[config.mk]
export PLATFORM = sky130hd
export DESIGN_NAME = fbs_front
export DESIGN_NICKNAME = d
export VERILOG_FILES = /design/src/design/fbs_pkg.sv /design/src/design/fbs_front.sv
export SDC_FILE = /design/constraint.sdc
export NUM_CORES = 1
export LEC_CHECK = 0
export BUFFER_PORTS_ARGS = -buffer_cell sky130_fd_sc_hd__buf_2
export CELL_PAD_IN_SITES_DETAIL_PLACEMENT = 1
export CELL_PAD_IN_SITES_GLOBAL_PLACEMENT = 1
export CORE_MARGIN = 8
export CORE_UTILIZATION = 46
export DETAILED_ROUTE_END_ITERATION = 10
export GPL_TIMING_DRIVEN = 1
export PLACE_DENSITY = 0.79
export SETUP_SLACK_MARGIN = 0.4
export SLEW_MARGIN = 10
export SYNTH_ARGS = -nofsm -noshare
export SYNTH_HDL_FRONTEND = slang
export SYNTH_SLANG_ARGS = --single-unit
[constraint.sdc]
create_clock -name clk -period 5.85 [get_ports clk]
set_input_delay 1.17 -clock clk [delete_from_list [all_inputs] [get_ports clk]]
set_output_delay 1.17 -clock clk [all_outputs]
set_load 0.01 [all_outputs]
[src/design/fbs_pkg.sv]
`timescale 1ns / 1ps
// Shared types, constants and helpers for the free-run bitmap summary block.
package fbs_pkg;

  localparam int WORD_BITS_DEF         = 32;
  localparam int SUMMARY_LEVELS_DEF    = 32;
  localparam int MAX_BITMAP_BLOCKS_DEF = 64;

  localparam int CFG_IDX_W  = 1;
  localparam int CFG_DATA_W = 7;
  localparam int BBL_W      = 5;
  localparam int NB_W       = 7;
  localparam int LVL_W      = 5;
  localparam int RBLK_W     = 6;
  localparam int WIDX_W     = 27;
  localparam int DATA_W     = 32;

  localparam logic [CFG_IDX_W-1:0] REG_BLOCK_BITS_LOG2   = 1'd0;
  localparam logic [CFG_IDX_W-1:0] REG_NUM_BITMAP_BLOCKS = 1'd1;

  localparam logic [BBL_W-1:0] BBL_RESET = 5'd15;
  localparam logic [NB_W-1:0]  NB_RESET  = 7'd64;

  localparam logic OPR_EXTENT = 1'b0;
  localparam logic OPR_READ   = 1'b1;

  localparam logic KIND_WORD = 1'b0;
  localparam logic KIND_READ = 1'b1;

  typedef enum logic [1:0] {
    MOP_NONE,
    MOP_INC,
    MOP_READ
  } mop_kind_t;

  typedef struct packed {
    logic              valid;
    logic              kind;
    logic [WIDX_W-1:0] word_index;
    logic [DATA_W-1:0] bitmap_word;
    logic [DATA_W-1:0] summary_count;
    logic [DATA_W-1:0] free_total;
    logic              is_final;
  } res_t;

  typedef struct packed {
    mop_kind_t         kind;
    logic [DATA_W-1:0] arg;
  } mop_t;

  function automatic logic [LVL_W-1:0] floor_log2(input logic [DATA_W-1:0] v);
    logic [LVL_W-1:0] r;
    r = '0;
    for (int i = 1; i < DATA_W; i++) begin
      if (v[i]) r = LVL_W'(i);
    end
    return r;
  endfunction

endpackage

[src/design/fbs_front.sv]
`timescale 1ns / 1ps
// Extent packing, run tracking and first pipeline slot.
module fbs_front
  import fbs_pkg::*;
#(
  parameter int WORD_BITS = WORD_BITS_DEF,
  parameter int DEPTH     = SUMMARY_LEVELS_DEF * MAX_BITMAP_BLOCKS_DEF,
  parameter int BLK_W     = 12
) (
  input  logic                    clk,
  input  logic                    rst,
  input  logic [BBL_W-1:0]        block_bits_log2,
  input  logic                    hold,
  input  logic                    in_valid,
  output logic                    in_stall,
  input  logic                    operation,
  input  logic                    extent_free,
  input  logic                    last_extent,
  input  logic [LVL_W-1:0]        read_level,
  input  logic [RBLK_W-1:0]       read_block,
  output logic                    s_valid,
  input  logic                    s_ready,
  output fbs_pkg::res_t           s_res,
  output fbs_pkg::mop_t           s_mop,
  output logic [BLK_W-1:0]        s_blk
);

  localparam int BP_W = $clog2(WORD_BITS);

  logic [WORD_BITS-1:0] accum;
  logic [BP_W-1:0]      bitpos;
  logic [DATA_W-1:0]    extent_number;
  logic [WIDX_W-1:0]    word_counter;
  logic                 in_run;
  logic [DATA_W-1:0]    run_start;
  logic [DATA_W-1:0]    free_counter;
  logic [BLK_W-1:0]     cur_block;
  logic [BLK_W-1:0]     run_block;

  logic                 acc;
  logic                 is_read;
  logic [DATA_W-1:0]    fc_next;
  logic [WORD_BITS-1:0] accum_with;
  logic [DATA_W-1:0]    en1;
  logic                 used_close;
  logic                 do_close;
  logic [DATA_W-1:0]    close_len;
  logic [BLK_W-1:0]     close_blk;
  logic                 emit;
  logic [DATA_W-1:0]    bmask;
  logic                 blk_adv;
  logic [BLK_W-1:0]     cur_block_inc;
  logic                 slot_valid;

  assign in_stall = hold || (s_valid && !s_ready);
  assign acc      = in_valid && !in_stall;
  assign is_read  = (operation == OPR_READ);

  always_comb begin
    for (int i = 0; i < DATA_W; i++) begin
      bmask[i] = (BBL_W'(i) < block_bits_log2);
    end
  end

  assign fc_next    = extent_free ? free_counter + DATA_W'(1) : free_counter;
  assign accum_with = extent_free ? (accum | (WORD_BITS'(1) << bitpos)) : accum;
  assign en1        = extent_number + DATA_W'(1);
  assign used_close = !extent_free && in_run;
  assign do_close   = used_close || (extent_free && last_extent);
  assign close_len  = used_close ? extent_number - run_start
                                 : en1 - (in_run ? run_start : extent_number);
  assign close_blk  = in_run ? run_block : cur_block;
  assign emit       = (bitpos == BP_W'(WORD_BITS - 1)) || last_extent;
  assign blk_adv    = ((en1 & bmask) == '0);
  assign cur_block_inc = (cur_block >= BLK_W'(DEPTH)) ? cur_block : cur_block + BLK_W'(1);
  assign slot_valid = is_read || emit || do_close;

  always_ff @(posedge clk) begin
    if (rst) begin
      accum         <= '0;
      bitpos        <= '0;
      extent_number <= '0;
      word_counter  <= '0;
      in_run        <= 1'b0;
      run_start     <= '0;
      free_counter  <= '0;
      cur_block     <= '0;
      run_block     <= '0;
    end else if (acc && !is_read) begin
      free_counter <= fc_next;
      if (emit) begin
        accum  <= '0;
        bitpos <= '0;
      end else begin
        accum  <= accum_with;
        bitpos <= bitpos + BP_W'(1);
      end
      if (last_extent) begin
        extent_number <= '0;
        word_counter  <= '0;
        cur_block     <= '0;
        in_run        <= 1'b0;
        run_start     <= '0;
        run_block     <= '0;
      end else begin
        extent_number <= en1;
        in_run        <= extent_free;
        if (extent_free && !in_run) begin
          run_start <= extent_number;
          run_block <= cur_block;
        end
        if (emit) begin
          word_counter <= word_counter + WIDX_W'(1);
          if (blk_adv) cur_block <= cur_block_inc;
        end
      end
    end
  end

  always_ff @(posedge clk) begin
    if (rst) begin
      s_valid <= 1'b0;
    end else begin
      if (acc) s_valid <= slot_valid;
      else if (s_ready) s_valid <= 1'b0;
    end
  end

  always_ff @(posedge clk) begin
    if (acc && slot_valid) begin
      s_res.summary_count <= '0;
      if (is_read) begin
        s_res.valid       <= 1'b1;
        s_res.kind        <= KIND_READ;
        s_res.word_index  <= '0;
        s_res.bitmap_word <= '0;
        s_res.free_total  <= free_counter;
        s_res.is_final    <= 1'b0;
        s_mop.kind        <= MOP_READ;
        s_mop.arg         <= DATA_W'(read_level);
        s_blk             <= BLK_W'(read_block);
      end else begin
        s_res.valid       <= emit;
        s_res.kind        <= KIND_WORD;
        s_res.word_index  <= word_counter;
        s_res.bitmap_word <= DATA_W'(accum_with);
        s_res.free_total  <= fc_next;
        s_res.is_final    <= last_extent;
        s_mop.kind        <= do_close ? MOP_INC : MOP_NONE;
        s_mop.arg         <= close_len;
        s_blk             <= close_blk;
      end
    end
  end

endmodule

==> results of run 1 <==
sequential cells by signal, summed over array words and instances, names as in the netlist, 27 cells and up:
signal,flops
s_mop,34
word_counter,27
s_res,94
free_counter,32
run_start,32
accum,32
extent_number,32
metal layers:
metal / track usage [%] / vias to the layer above / share of wire, %
li1: - / 7719 / -
met1: 30.3 / 8073 / 43
met2: 41.5 / 417 / 49
met3: 3.70 / 99 / 5.2
met4: 7.78 / 2 / 2.6
met5: 0 / - / 0.022
cell type report:
| type | instances | area, um^2 |
|---|---|---|
| fill | 4787 | 19500 |
| timing repair buffer | 185 | 993 |
| sequential | 326 | 7930 |
| antenna | 1 | 2.50 |
| clock inverter | 17 | 153 |
| tap | 532 | 666 |
| clock buffer | 53 | 1110 |
| inverter | 89 | 334 |
| multi-input combinational | 1593 | 10000 |
cell usage after synthesis (all sizes together), types with 31 or more instances:
| cell | number |
|---|---|
| edfxtp | 140 |
| inv | 88 |
| a21oi | 164 |
| o21ai | 94 |
| buf | 63 |
| xnor2 | 94 |
| nand3 | 57 |
| clkbuf | 101 |
| mux2i | 42 |
| nor2b | 45 |
| nand4 | 32 |
| a22oi | 60 |
| or3 | 40 |
| nor2 | 296 |
| a31oi | 31 |
| xor2 | 73 |
| dfxtp | 186 |
| nand2 | 144 |
| nor3 | 48 |
| ha | 66 |
worst max path at each step:
stage,cells past startpoint,to,startpoint
floorplan,5,s_blk[0],extent_free
global placement,16,s_mop[30],extent_number[0]
detailed placement,16,s_mop[29],extent_number[0]
CTS,16,s_mop[29],extent_number[1]
global route,18,s_mop[28],extent_number[1]
finish,16,s_mop[30],extent_number[1]
cell families after synthesis:
kind of cell    count (synthesis)  synth area share, %
compound gates                494                 16.6
xor+xnor                      170                 8.13
fa+ha+maj                      71                 4.73
buf+inv                       253                 5.92
flops                         326                 41.9
mux                            44                 2.34
other cells                     1               0.0198
simple gates                  782                 20.4
report_power, final:
| part | internal, mW | switching, mW |
|---|---|---|
| logic | 0.0696 | 0.196 |
| clock network | 1.42 | 1.00 |
| registers | 2.41 | 0.0182 |
critical path, stage by stage, from the launching register on:
cell and delay [ns]:
dfxtp_1 0.53, ha_1 0.31, nand3_1 0.43, nor4_4 0.59
nand3_1 0.25, xor2_1 0.24, inv_1 0.07, ha_1 0.32
nor2_1 0.19, nor3_1 0.07, o32a_1 0.18, or3_1 0.41
a32oi_1 0.21, o21ai_1 0.14, a221oi_1 0.37, a211o_1 0.19
nand2_1 0.05
through the flow:
| stage | setup slack, ns | instances | utilization [%] |
|---|---|---|---|
| 4_1_cts | 1.05 | 2795 | 52.0 |
| 3_3_place_gp | 1.25 | 2725 | 48.9 |
| 5_1_grt | 0.522 | 2795 | 52.0 |
| 2_1_floorplan | 0.437 | 2172 | - |
| 3_5_place_dp | 1.05 | 2725 | 48.9 |
| 6_report | 1.02 | 2796 | 52.0 |
==> out/metrics.yaml, run 1 <==
placement:
  dpl-instance-area_mm2: 0.0199
  port_buffers: 165
  hpwl_um: 41700
  finalWeightedCongestion: 0.909
drt:
  vias: 16300
  drt_pre_antenna_iters: 5
  drtAntennaViolNets: 0
  drt_iter0_markers: 1362
  routedWlPerCell_um: 21.0
  finalWirelength_um: 58700
  vias_per_cell: 5.83
  drc: 0
worst_hold_path:
  min_path_cells: 2
  hold_path.startpoint: "accum[14]"
  hp-class: "reg2reg"
  hold-path-endpoint: "accum[14]"
yosys:
  ys_ff_latch: 326
  yosysTopAreaCellShare_pct: 22.2
  async_reset_ff_share_pct: 0
  synthTopCellsByArea: "edfxtp_1 (22%), dfxtp_1 (20%), nor2_1 (5.8%)"
  synthCells: 2141
  synth_area_leader_cell: "edfxtp_1"
  synth_area_mm2: 0.0189
  seq_area_frac_synth_pct: 41.9
  yosysWarnings: 0
  synth_cell_type_count: 92
  synth.avg_cell_area_um2: 8.84
  synth-edff-count: 140
  ys.flop_type: "dfxtp_1"
timing:
  min_period_over_period_pct: 82.6
  max_freq_ghz: 0.207
  fin_hold_ws_ns: 0.468
  final_max_slew_viol_count: 0
  layout_min_cycle_time_ns: 4.83
  max_slew_margin_pct: 32.0
  tightest_slew_ns: 1.02
  hold_viol: 0
  rsz0062_at_grt: "no"
  finalClockSkew_ns: 0.0106
  finalSetupViolCount: 0
  setup_tns_ns: 0
clock_tree:
  cts_buffers: 38
  numClockSinks: 326
  h-tree-depth: 2
  ctsHoldBuffers: 0
  cts_resized: 0
  clockBufferDepth: 3
  clk_latency_ns: 0.56
  cts_setup_buffers: 0
  cts_root_buffer: "clkbuf_16"
  cts_tree: "yes"
  clk_pin_slew_worst_paths_ns: 0.06
finish:
  final_common_cell: "nor2_1"
  nNetsFinal: 2325
  drive_above_1_share_pct: 12.6
  stdcell_area_mm2: 0.0212
  syn_to_final_growth_pct: 12.0
  most-common-layout-cells: "nor2_1 (294), dfxtp_1 (185), a21oi_1 (164), buf_2 (163), nand2_1 (144)"
floorplan:
  dieHeight_um: 219
  pin_count: 198
  coreArea_mm2: 0.0407
  die_area_mm2: 0.0479
  initial_core_util_pct: 46.4
  rows: 74
  chipWidth_um: 219
setup_path:
  reg2reg_depth: 16
  worstPathRequired_ns: 6.15
  r2r_start: "extent_number[1]"
  rr_endpoint: "s_mop[30]"
  startpoint_type: "register"
  path_max_fanout: 12
  critical_path_arrival_ns: 5.14
  r2r_slack_ns: 1.02
  crit_type: "reg2reg"
  cp-end-kind: "register"
status:
  status: "completed"
global_route:
  antenna_found_initial: 3
  grt_usage_pct: 24.0
  gr-total-overflow: 0
  grt_pass1_wl_um: 93400
  grt_pass1_vias: 16900
  grt_max_degree: 82
pwr:
  ir_worst_vdd_mv: 0.172
  powerDensity_mw_per_mm2: 242
  leakage_nw: 7.91
  total_power_mw: 5.12
flow_run:
  cap_violations: 0
No activity file was read; power rests on OpenSTA's default activity.
==> run 2, diff against run 1 <==
--- a/config.mk
+++ b/config.mk
@@ -5,14 +5,15 @@
 export SDC_FILE = /design/constraint.sdc
 export NUM_CORES = 1
 export LEC_CHECK = 0
+export ABC_AREA = 1
 export BUFFER_PORTS_ARGS = -buffer_cell sky130_fd_sc_hd__buf_2
 export CELL_PAD_IN_SITES_DETAIL_PLACEMENT = 1
 export CELL_PAD_IN_SITES_GLOBAL_PLACEMENT = 1
 export CORE_MARGIN = 8
-export CORE_UTILIZATION = 46
+export CORE_UTILIZATION = 40
 export DETAILED_ROUTE_END_ITERATION = 10
 export GPL_TIMING_DRIVEN = 1
-export PLACE_DENSITY = 0.79
+export PLACE_DENSITY = 0.76
 export SETUP_SLACK_MARGIN = 0.4
 export SLEW_MARGIN = 10
 export SYNTH_ARGS = -nofsm -noshare
==> constraint.sdc (replaced) <==
create_clock -name clk -period 4.3 [get_ports clk]
set_input_delay 0.86 -clock clk [delete_from_list [all_inputs] [get_ports clk]]
set_output_delay 0.86 -clock clk [all_outputs]
set_load 0.01 [all_outputs]
==> out/metrics.yaml, run 2 <==
status:
  status: "completed"
clock_tree:
  cts_root_buffer: "clkbuf_16"
  h-tree-depth: 2  # unchanged
  ctsHoldBuffers: 0  # unchanged
  clockBufferDepth: 3  # unchanged
  cts_tree: "yes"
  clk_pin_slew_worst_paths_ns: 0.05  # about the same
  clk_latency_ns: 0.58  # +0.02 ns
  cts_buffers: 40  # +5.3%
  numClockSinks: 326  # unchanged
placement:
  dpl-instance-area_mm2: 0.0209  # +4.8%
  pre_cts_slack_ns: 0.537  # -0.513 ns
  finalWeightedCongestion: 0.963  # +6.0%
  port_buffers: 165  # unchanged
  hpwl_um: 51200  # +23%
floorplan:
  dieHeight_um: 237  # +8.5%
  die_area_mm2: 0.0564  # +18%
  chipWidth_um: 237  # +8.5%
  rows: 81  # +9.5%
  coreArea_mm2: 0.0486  # +19%
  initial_core_util_pct: 40.3  # -6.1 points
  pin_count: 198  # unchanged
finish:
  final_common_cell: "nand2_1"
  most-common-layout-cells: "nand2_1 (597), inv_1 (303), nor2_1 (294), a21oi_1 (283), nand3_1 (187)"
  largest_reg_flops: 94  # unchanged
  drive_above_1_share_pct: 12.1  # -0.51 points
  syn_to_final_growth_pct: 13.4
  regMostFlops: "s_res"
  stdcell_area_mm2: 0.0223  # +5.0%
  seqCellArea_mm2: 0.00793  # about the same
  multi_input_area_mm2: 0.00995  # -0.62%
  fillers: 6206  # +30%
  top_regs: "s_res (94), s_mop (34)"
  diodes: 0  # -1
  nNetsFinal: 2930  # +26%
timing:
  layout_min_cycle_time_ns: 3.66  # -1.17 ns
  hold_viol: 0  # unchanged
  rsz0062_at_grt: "no"
  min_period_over_period_pct: 85.2  # +2.6 points
  setup_ws_ns: 0.637  # -0.381 ns
  max_slew_margin_pct: 28.2  # -3.8 points
  setup_tns_ns: 0  # unchanged
  tightest_slew_ns: 1.08  # +0.0570 ns
  fin_hold_ws_ns: 0.465  # -0.00304 ns
  final_max_slew_viol_count: 0  # unchanged
  finalClockSkew_ns: 0.0290  # +0.0184 ns
  finalSetupViolCount: 0  # unchanged
  max_freq_ghz: 0.273  # +32%
yosys:
  synthTopCellsByCount: "nand2_1 (597), inv_1 (305), nor2_1 (298)"
  synth_cell_type_count: 53  # -42%
  ys_ff_latch: 326  # unchanged
  synthTopCellsByArea: "edfxtp_1 (21%), dfxtp_1 (19%), nand2_1 (11%)"
  seq_area_frac_synth_pct: 40.4  # -1.5 points
  ys.flop_type: "dfxtp_1"
  synth_area_leader_cell: "edfxtp_1"
  synth.most_common_cell: "nand2_1"
  yosysTopAreaCellShare_pct: 21.4  # -0.79 points
  synthCells: 2717  # +27%
  synth-edff-count: 140  # unchanged
  synth.avg_cell_area_um2: 7.22  # -18%
  yosysWarnings: 0  # unchanged
  synth_area_mm2: 0.0196  # +3.7%
  async_reset_ff_share_pct: 0  # unchanged
setup_path:
  max_stage_delay_ns: 0.49  # -0.10 ns
  critical_path.cell_chain: "ha_1 > nand2_1 > nor2_4 > nand2_1 > nor2_1 > nand2_1 > nand2_1 > inv_1 > ha_1 > nand3_1 > nor2_2 > nand3_1 > nand3b_1 > nand2_1 > nand3_1 > nand2_1 > nand3_1 > a21oi_1"
  path_max_fanout: 8  # -4
  startpoint_type: "register"
  critical_path_arrival_ns: 3.92  # -1.22 ns
  rr_endpoint: "s_mop[23]"
  path_buf_inv: 1  # unchanged
  cp-end-kind: "register"
  r2r_slack_ns: 0.64  # -0.38 ns
  r2r_start: "extent_number[1]"
  cpMaxStageDelayCell: "dfxtp_1"
  crit_type: "reg2reg"
  reg2reg_depth: 18  # +2
  cp_common_cell: "nand2_1"
  critical_path.top_delay_family: "simple AND/OR/NAND/NOR gates"
  worstPathRequired_ns: 4.56  # -1.59 ns
pwr:
  powerDensity_mw_per_mm2: 343  # +42%
  total_power_mw: 7.62  # +49%
  leakage_nw: 9.33  # +18%
  ir_worst_vdd_mv: 0.272  # +58%
drt:
  vias: 18900  # +16%
  routedWlPerCell_um: 19.6  # -6.4%
  drt_pre_antenna_iters: 7  # +2
  drtAntennaViolNets: 0  # unchanged
  drt_iter0_markers: 1174  # -14%
  finalWirelength_um: 68600  # +17%
  vias_per_cell: 5.41  # -7.3%
  drc: 0  # unchanged
global_route:
  gr-total-overflow: 0  # unchanged
  grt_usage_pct: 23.6  # -0.38 points
  grt_pass1_wl_um: 107000  # +15%
  grt_pass1_vias: 19400  # +14%
  grt_max_degree: 91  # +11%
  antenna_found_initial: 0  # -3
worst_hold_path:
  hold-path-endpoint: "run_start[2]"
  hp-class: "reg2reg"
  min_path_cells: 2  # unchanged
  hold_path.startpoint: "run_start[2]"
flow_run:
  cap_violations: 0  # unchanged
==> run 2: cell count changes in the layout (fill, tap and decap cells not counted), moves of 39 or more <==
cell | previous run | this run
or3_1 | 40 | 1
a22oi_1 | 60 | 0
mux2i_1 | 42 | 0
xnor2_1 | 93 | 20
a21oi_1 | 164 | 283
inv_1 | 88 | 303
nand2_1 | 144 | 597
o21ai_0 | 89 | 172
nand3_1 | 55 | 187
nor2b_1 | 45 | 0
==> run 2: layout make-up <==
type                            count  area share, %
Multi-Input combinational cell   1958           44.7
Sequential cell                   326           35.6
Inverter                          323           5.45
Clock buffer                       55           4.93
Timing Repair Buffer              189           4.71
Tap cell                          622           3.50
Clock inverter                     19           1.06
==> run 2: worst max path at each step <==
stage	startpoint	end	slack, ns	cells past startpoint
final	extent_number[1]	s_mop[23]	0.64	18
after global routing	extent_number[1]	s_mop[31]	0.46	19
after CTS	extent_number[0]	s_mop[23]	0.52	18
after detailed placement	extent_number[1]	s_mop[23]	0.54	18
after global placement	extent_number[0]	s_mop[23]	0.58	18
after floorplan	extent_free	s_blk[0]	0.15	5
==> run 2: cells by family after synthesis <==
logic type | Yosys count | synth area share [%]
AOI/OAI and AO/OA | 550 | 15.0
xor gates and xnor gates | 65 | 2.90
buffers and inverters | 464 | 9.71
adders and majority gates | 68 | 4.41
DFF | 326 | 40.4
other | 1 | 0.0191
and+or+nand+nor | 1243 | 27.5
==> run 2: power breakdown <==
| group | leakage [nW] | internal, mW | switching (mW) |
|---|---|---|---|
| registers | 2.85 | 3.32 | 0.0388 |
| logic | 5.85 | 0.214 | 0.564 |
| clock network | 0.638 | 2.05 | 1.44 |
==> run 2: metal layers <==
| metal | part of all wire, % | GRT usage, % | up-vias |
|---|---|---|---|
| met5 | 0 | 0 | - |
| met4 | 2.7 | 6.85 | 0 |
| met3 | 4.6 | 3.67 | 100 |
| met2 | 49 | 41.4 | 419 |
| met1 | 44 | 29.6 | 9230 |
| li1 | - | - | 9140 |
==> run 2: stage by stage <==
step	util [%]	std cells
6_report	45.7	3492
5_1_grt	45.7	3492
4_1_cts	45.7	3490
3_5_place_dp	43.0	3416
3_3_place_gp	43.0	3416
2_1_floorplan	-	2748
==> run 2: repair_timing <==
item / CTS / global route
endpoints found under the setup margin: 0 / 11
endpoints found under the hold margin: 0 / 0
resized for setup: 0 / 4
setup buffers: 0 / 2
==> run 2: tightest hold or removal path: cells and delay by family, from the launching register on <==
kind	cells	cell delay, ns
DFF	1	0.31
and+or+nand+nor	1	0.06
AOI/OAI and AO/OA	1	0.05
==> run 3, diff against run 2 <==
--- a/config.mk
+++ b/config.mk
@@ -10,10 +10,12 @@
 export CELL_PAD_IN_SITES_DETAIL_PLACEMENT = 1
 export CELL_PAD_IN_SITES_GLOBAL_PLACEMENT = 1
 export CORE_MARGIN = 8
-export CORE_UTILIZATION = 40
+export CORE_UTILIZATION = 44
+export CTS_CLUSTER_DIAMETER = 120
 export DETAILED_ROUTE_END_ITERATION = 10
+export GPL_ROUTABILITY_DRIVEN = 0
 export GPL_TIMING_DRIVEN = 1
-export PLACE_DENSITY = 0.76
+export PLACE_DENSITY = 0.79
 export SETUP_SLACK_MARGIN = 0.4
 export SLEW_MARGIN = 10
 export SYNTH_ARGS = -nofsm -noshare
==> constraint.sdc (replaced) <==
create_clock -name clk -period 3.4 [get_ports clk]
set_input_delay 0.68 -clock clk [delete_from_list [all_inputs] [get_ports clk]]
set_output_delay 0.68 -clock clk [all_outputs]
set_load 0.01 [all_outputs]
==> out/metrics.yaml, run 3 (synthesis gave the netlist of run 2 again) <==
status:
  status: "completed"
floorplan:
  chipWidth_um: 227  # -4.3%
  dieHeight_um: 227  # -4.3%
  rows: 77  # -4.9%
  pin_count: 198  # unchanged
  initial_core_util_pct: 44.5  # +4.1 points
  coreArea_mm2: 0.0441  # -9.3%
  die_area_mm2: 0.0516  # -8.5%
flow_run:
  cap_violations: 0  # unchanged
drt:
  finalWirelength_um: 70900  # +3.3%
  drt_iter0_markers: 1437  # +22%
  routedWlPerCell_um: 20.0  # +1.8%
  drt_pre_antenna_iters: 5  # -2
  drc: 0  # unchanged
  vias: 19600  # +3.8%
  vias_per_cell: 5.53  # +2.2%
  drtAntennaViolNets: 0  # unchanged
finish:
  syn_to_final_growth_pct: 21.5
  final_common_cell: "nand2_1"
  most-common-layout-cells: "nand2_1 (547), inv_1 (298), a21oi_1 (266), nor2_1 (256)"
  fillers: 5616  # -9.5%
  nNetsFinal: 3012  # +2.8%
  top_regs: "s_res (94), s_mop (34)"
  regMostFlops: "s_res"
  drive_above_1_share_pct: 21.1  # +9.0 points
  largest_reg_flops: 94  # unchanged
  stdcell_area_mm2: 0.0238  # +7.2%
setup_path:
  worstPathRequired_ns: 3.67  # -0.89 ns
  crit_type: "reg2reg"
  cp-end-kind: "register"
  path_max_fanout: 7  # -1
  critical_path_arrival_ns: 3.34  # -0.58 ns
  reg2reg_depth: 18  # unchanged
  startpoint_type: "register"
pwr:
  seq_power_share_pct: 44.1  # about the same
  total_power_mw: 9.61  # +26%
  internal_power_mw: 7.00  # +25%
  ir_worst_vdd_mv: 0.332  # +22%
  p_comb_share_pct: 11.8  # +1.6 points
  clkPwrFrac_pct: 44.1  # -1.6 points
  swShare_pct: 27.2  # +0.39 points
  leakage_nw: 10.0  # +7.4%
  p_sw_mw: 2.61  # +28%
  powerDensity_mw_per_mm2: 403  # +18%
timing:
  setup_tns_ns: 0  # unchanged
  max_slew_margin_pct: 36.2  # +8.1 points
  min_period_over_period_pct: 90.4  # +5.2 points
  layout_min_cycle_time_ns: 3.07  # -0.591 ns
  setup_ws_ns: 0.328  # -0.309 ns
  hold_viol: 0  # unchanged
  finalSetupViolCount: 0  # unchanged
  max_freq_ghz: 0.325  # +19%
  finalClockSkew_ns: 0.0395  # +0.0105 ns
  final_max_slew_viol_count: 0  # unchanged
  tightest_slew_ns: 0.946  # -0.131 ns
  rsz0062_at_grt: "yes"
worst_hold_path:
  hp-class: "in2reg"
  min_path_cells: 3  # +1
clock_tree:
  clk_pin_slew_worst_paths_ns: 0.06  # about the same
  h-tree-depth: 2  # unchanged
  cts_buffers: 39  # -2.5%
  cts_tree: "yes"
  clk_latency_ns: 0.60  # +0.02 ns
  clockBufferDepth: 3  # unchanged
  numClockSinks: 326  # unchanged
  cts_root_buffer: "clkbuf_16"
global_route:
  gr-total-overflow: 0  # unchanged
  antenna_found_initial: 1  # +1
  grt_pass1_wl_um: 108000  # +0.71%
  grt_max_degree: 76  # -16%
  grt_pass1_vias: 19800  # +2.3%
  grt_usage_pct: 26.1  # +2.5 points
placement:
  pre_cts_slack_ns: -0.217  # -0.754 ns
  hpwl_um: 50000  # -2.4%
  dpl-instance-area_mm2: 0.0211  # +1.1%
  port_buffers: 165  # unchanged
==> run 3: timing repair <==
| action | CTS | global route |
|---|---|---|
| pin swaps | 17 | 67 |
| setup endpoints to repair | 37 | 43 |
| hold buffers | 0 | 0 |
| resized for setup | 88 | 183 |
| buffers inserted | 15 | 34 |
| gates cloned | 0 | 2 |
==> run 3: power groups by stage <==
stage / clock, mW / combinational [mW] / sequential (mW)
5_1_grt: 4.45 / 1.24 / 4.24
3_5_place_dp: 0 / 0.993 / 4.33
3_3_place_gp: 0 / 0.964 / 4.32
2_1_floorplan: 0 / 0.622 / 4.37
6_report: 4.24 / 1.13 / 4.24
4_1_cts: 4.33 / 1.03 / 4.24
==> run 3: layer usage <==
layer / GRT usage (%) / vias to the layer above / part of all wire, %
met4: 8.63 / 0 / 3.9
met3: 3.62 / 173 / 5.0
met1: 33.2 / 9544 / 43
li1: - / 9314 / -
met2: 45.2 / 568 / 49
met5: 0 / - / 0
==> run 3: critical path: stages, from the launching register on <==
cell	delay, ns
dfxtp_4	0.40
ha_4	0.21
nand2_4	0.07
nor2_4	0.17
buf_6	0.16
nand3_1	0.11
nand2_2	0.13
nand2_4	0.08
buf_4	0.17
nand2_1	0.12
nand3_1	0.19
nor2_2	0.22
nand3_1	0.15
nand3_2	0.16
nand2_1	0.09
nand3_1	0.10
nand2_1	0.07
nand3_1	0.10
a21oi_1	0.09
==> run 3: area by class of cell <==
| type | count | area (um^2) | share of cell area (%) |
|---|---|---|---|
| tap | 592 | 741 | 3.11 |
| antenna | 1 | 2.50 | 0.0105 |
| sequential | 326 | 7980 | 33.5 |
| inverter | 323 | 1210 | 5.10 |
| multi-input combinational | 1960 | 10900 | 45.8 |
| clock inverter | 11 | 120 | 0.504 |
| timing repair buffer | 270 | 1710 | 7.17 |
| clock buffer | 61 | 1160 | 4.87 |
==> run 3: final timing paths <==
path                         start      endpoint  slack (ns)
setup / recovery  extent_number[1]     s_mop[30]        0.33
hold / removal       read_level[2]      s_mop[2]        0.40
setup reg to reg  extent_number[1]     s_mop[30]        0.33
hold reg to reg       run_block[4]  run_block[4]        0.47
==> run 3: through the flow <==
step	hold slack, ns	utilization, %	std cells
6_report	0.403	54.0	3544
3_5_place_dp	0.457	47.9	3420
4_1_cts	0.373	51.7	3507
5_1_grt	0.413	54.0	3543
2_1_floorplan	0.437	-	2748
3_3_place_gp	0.446	47.9	3420
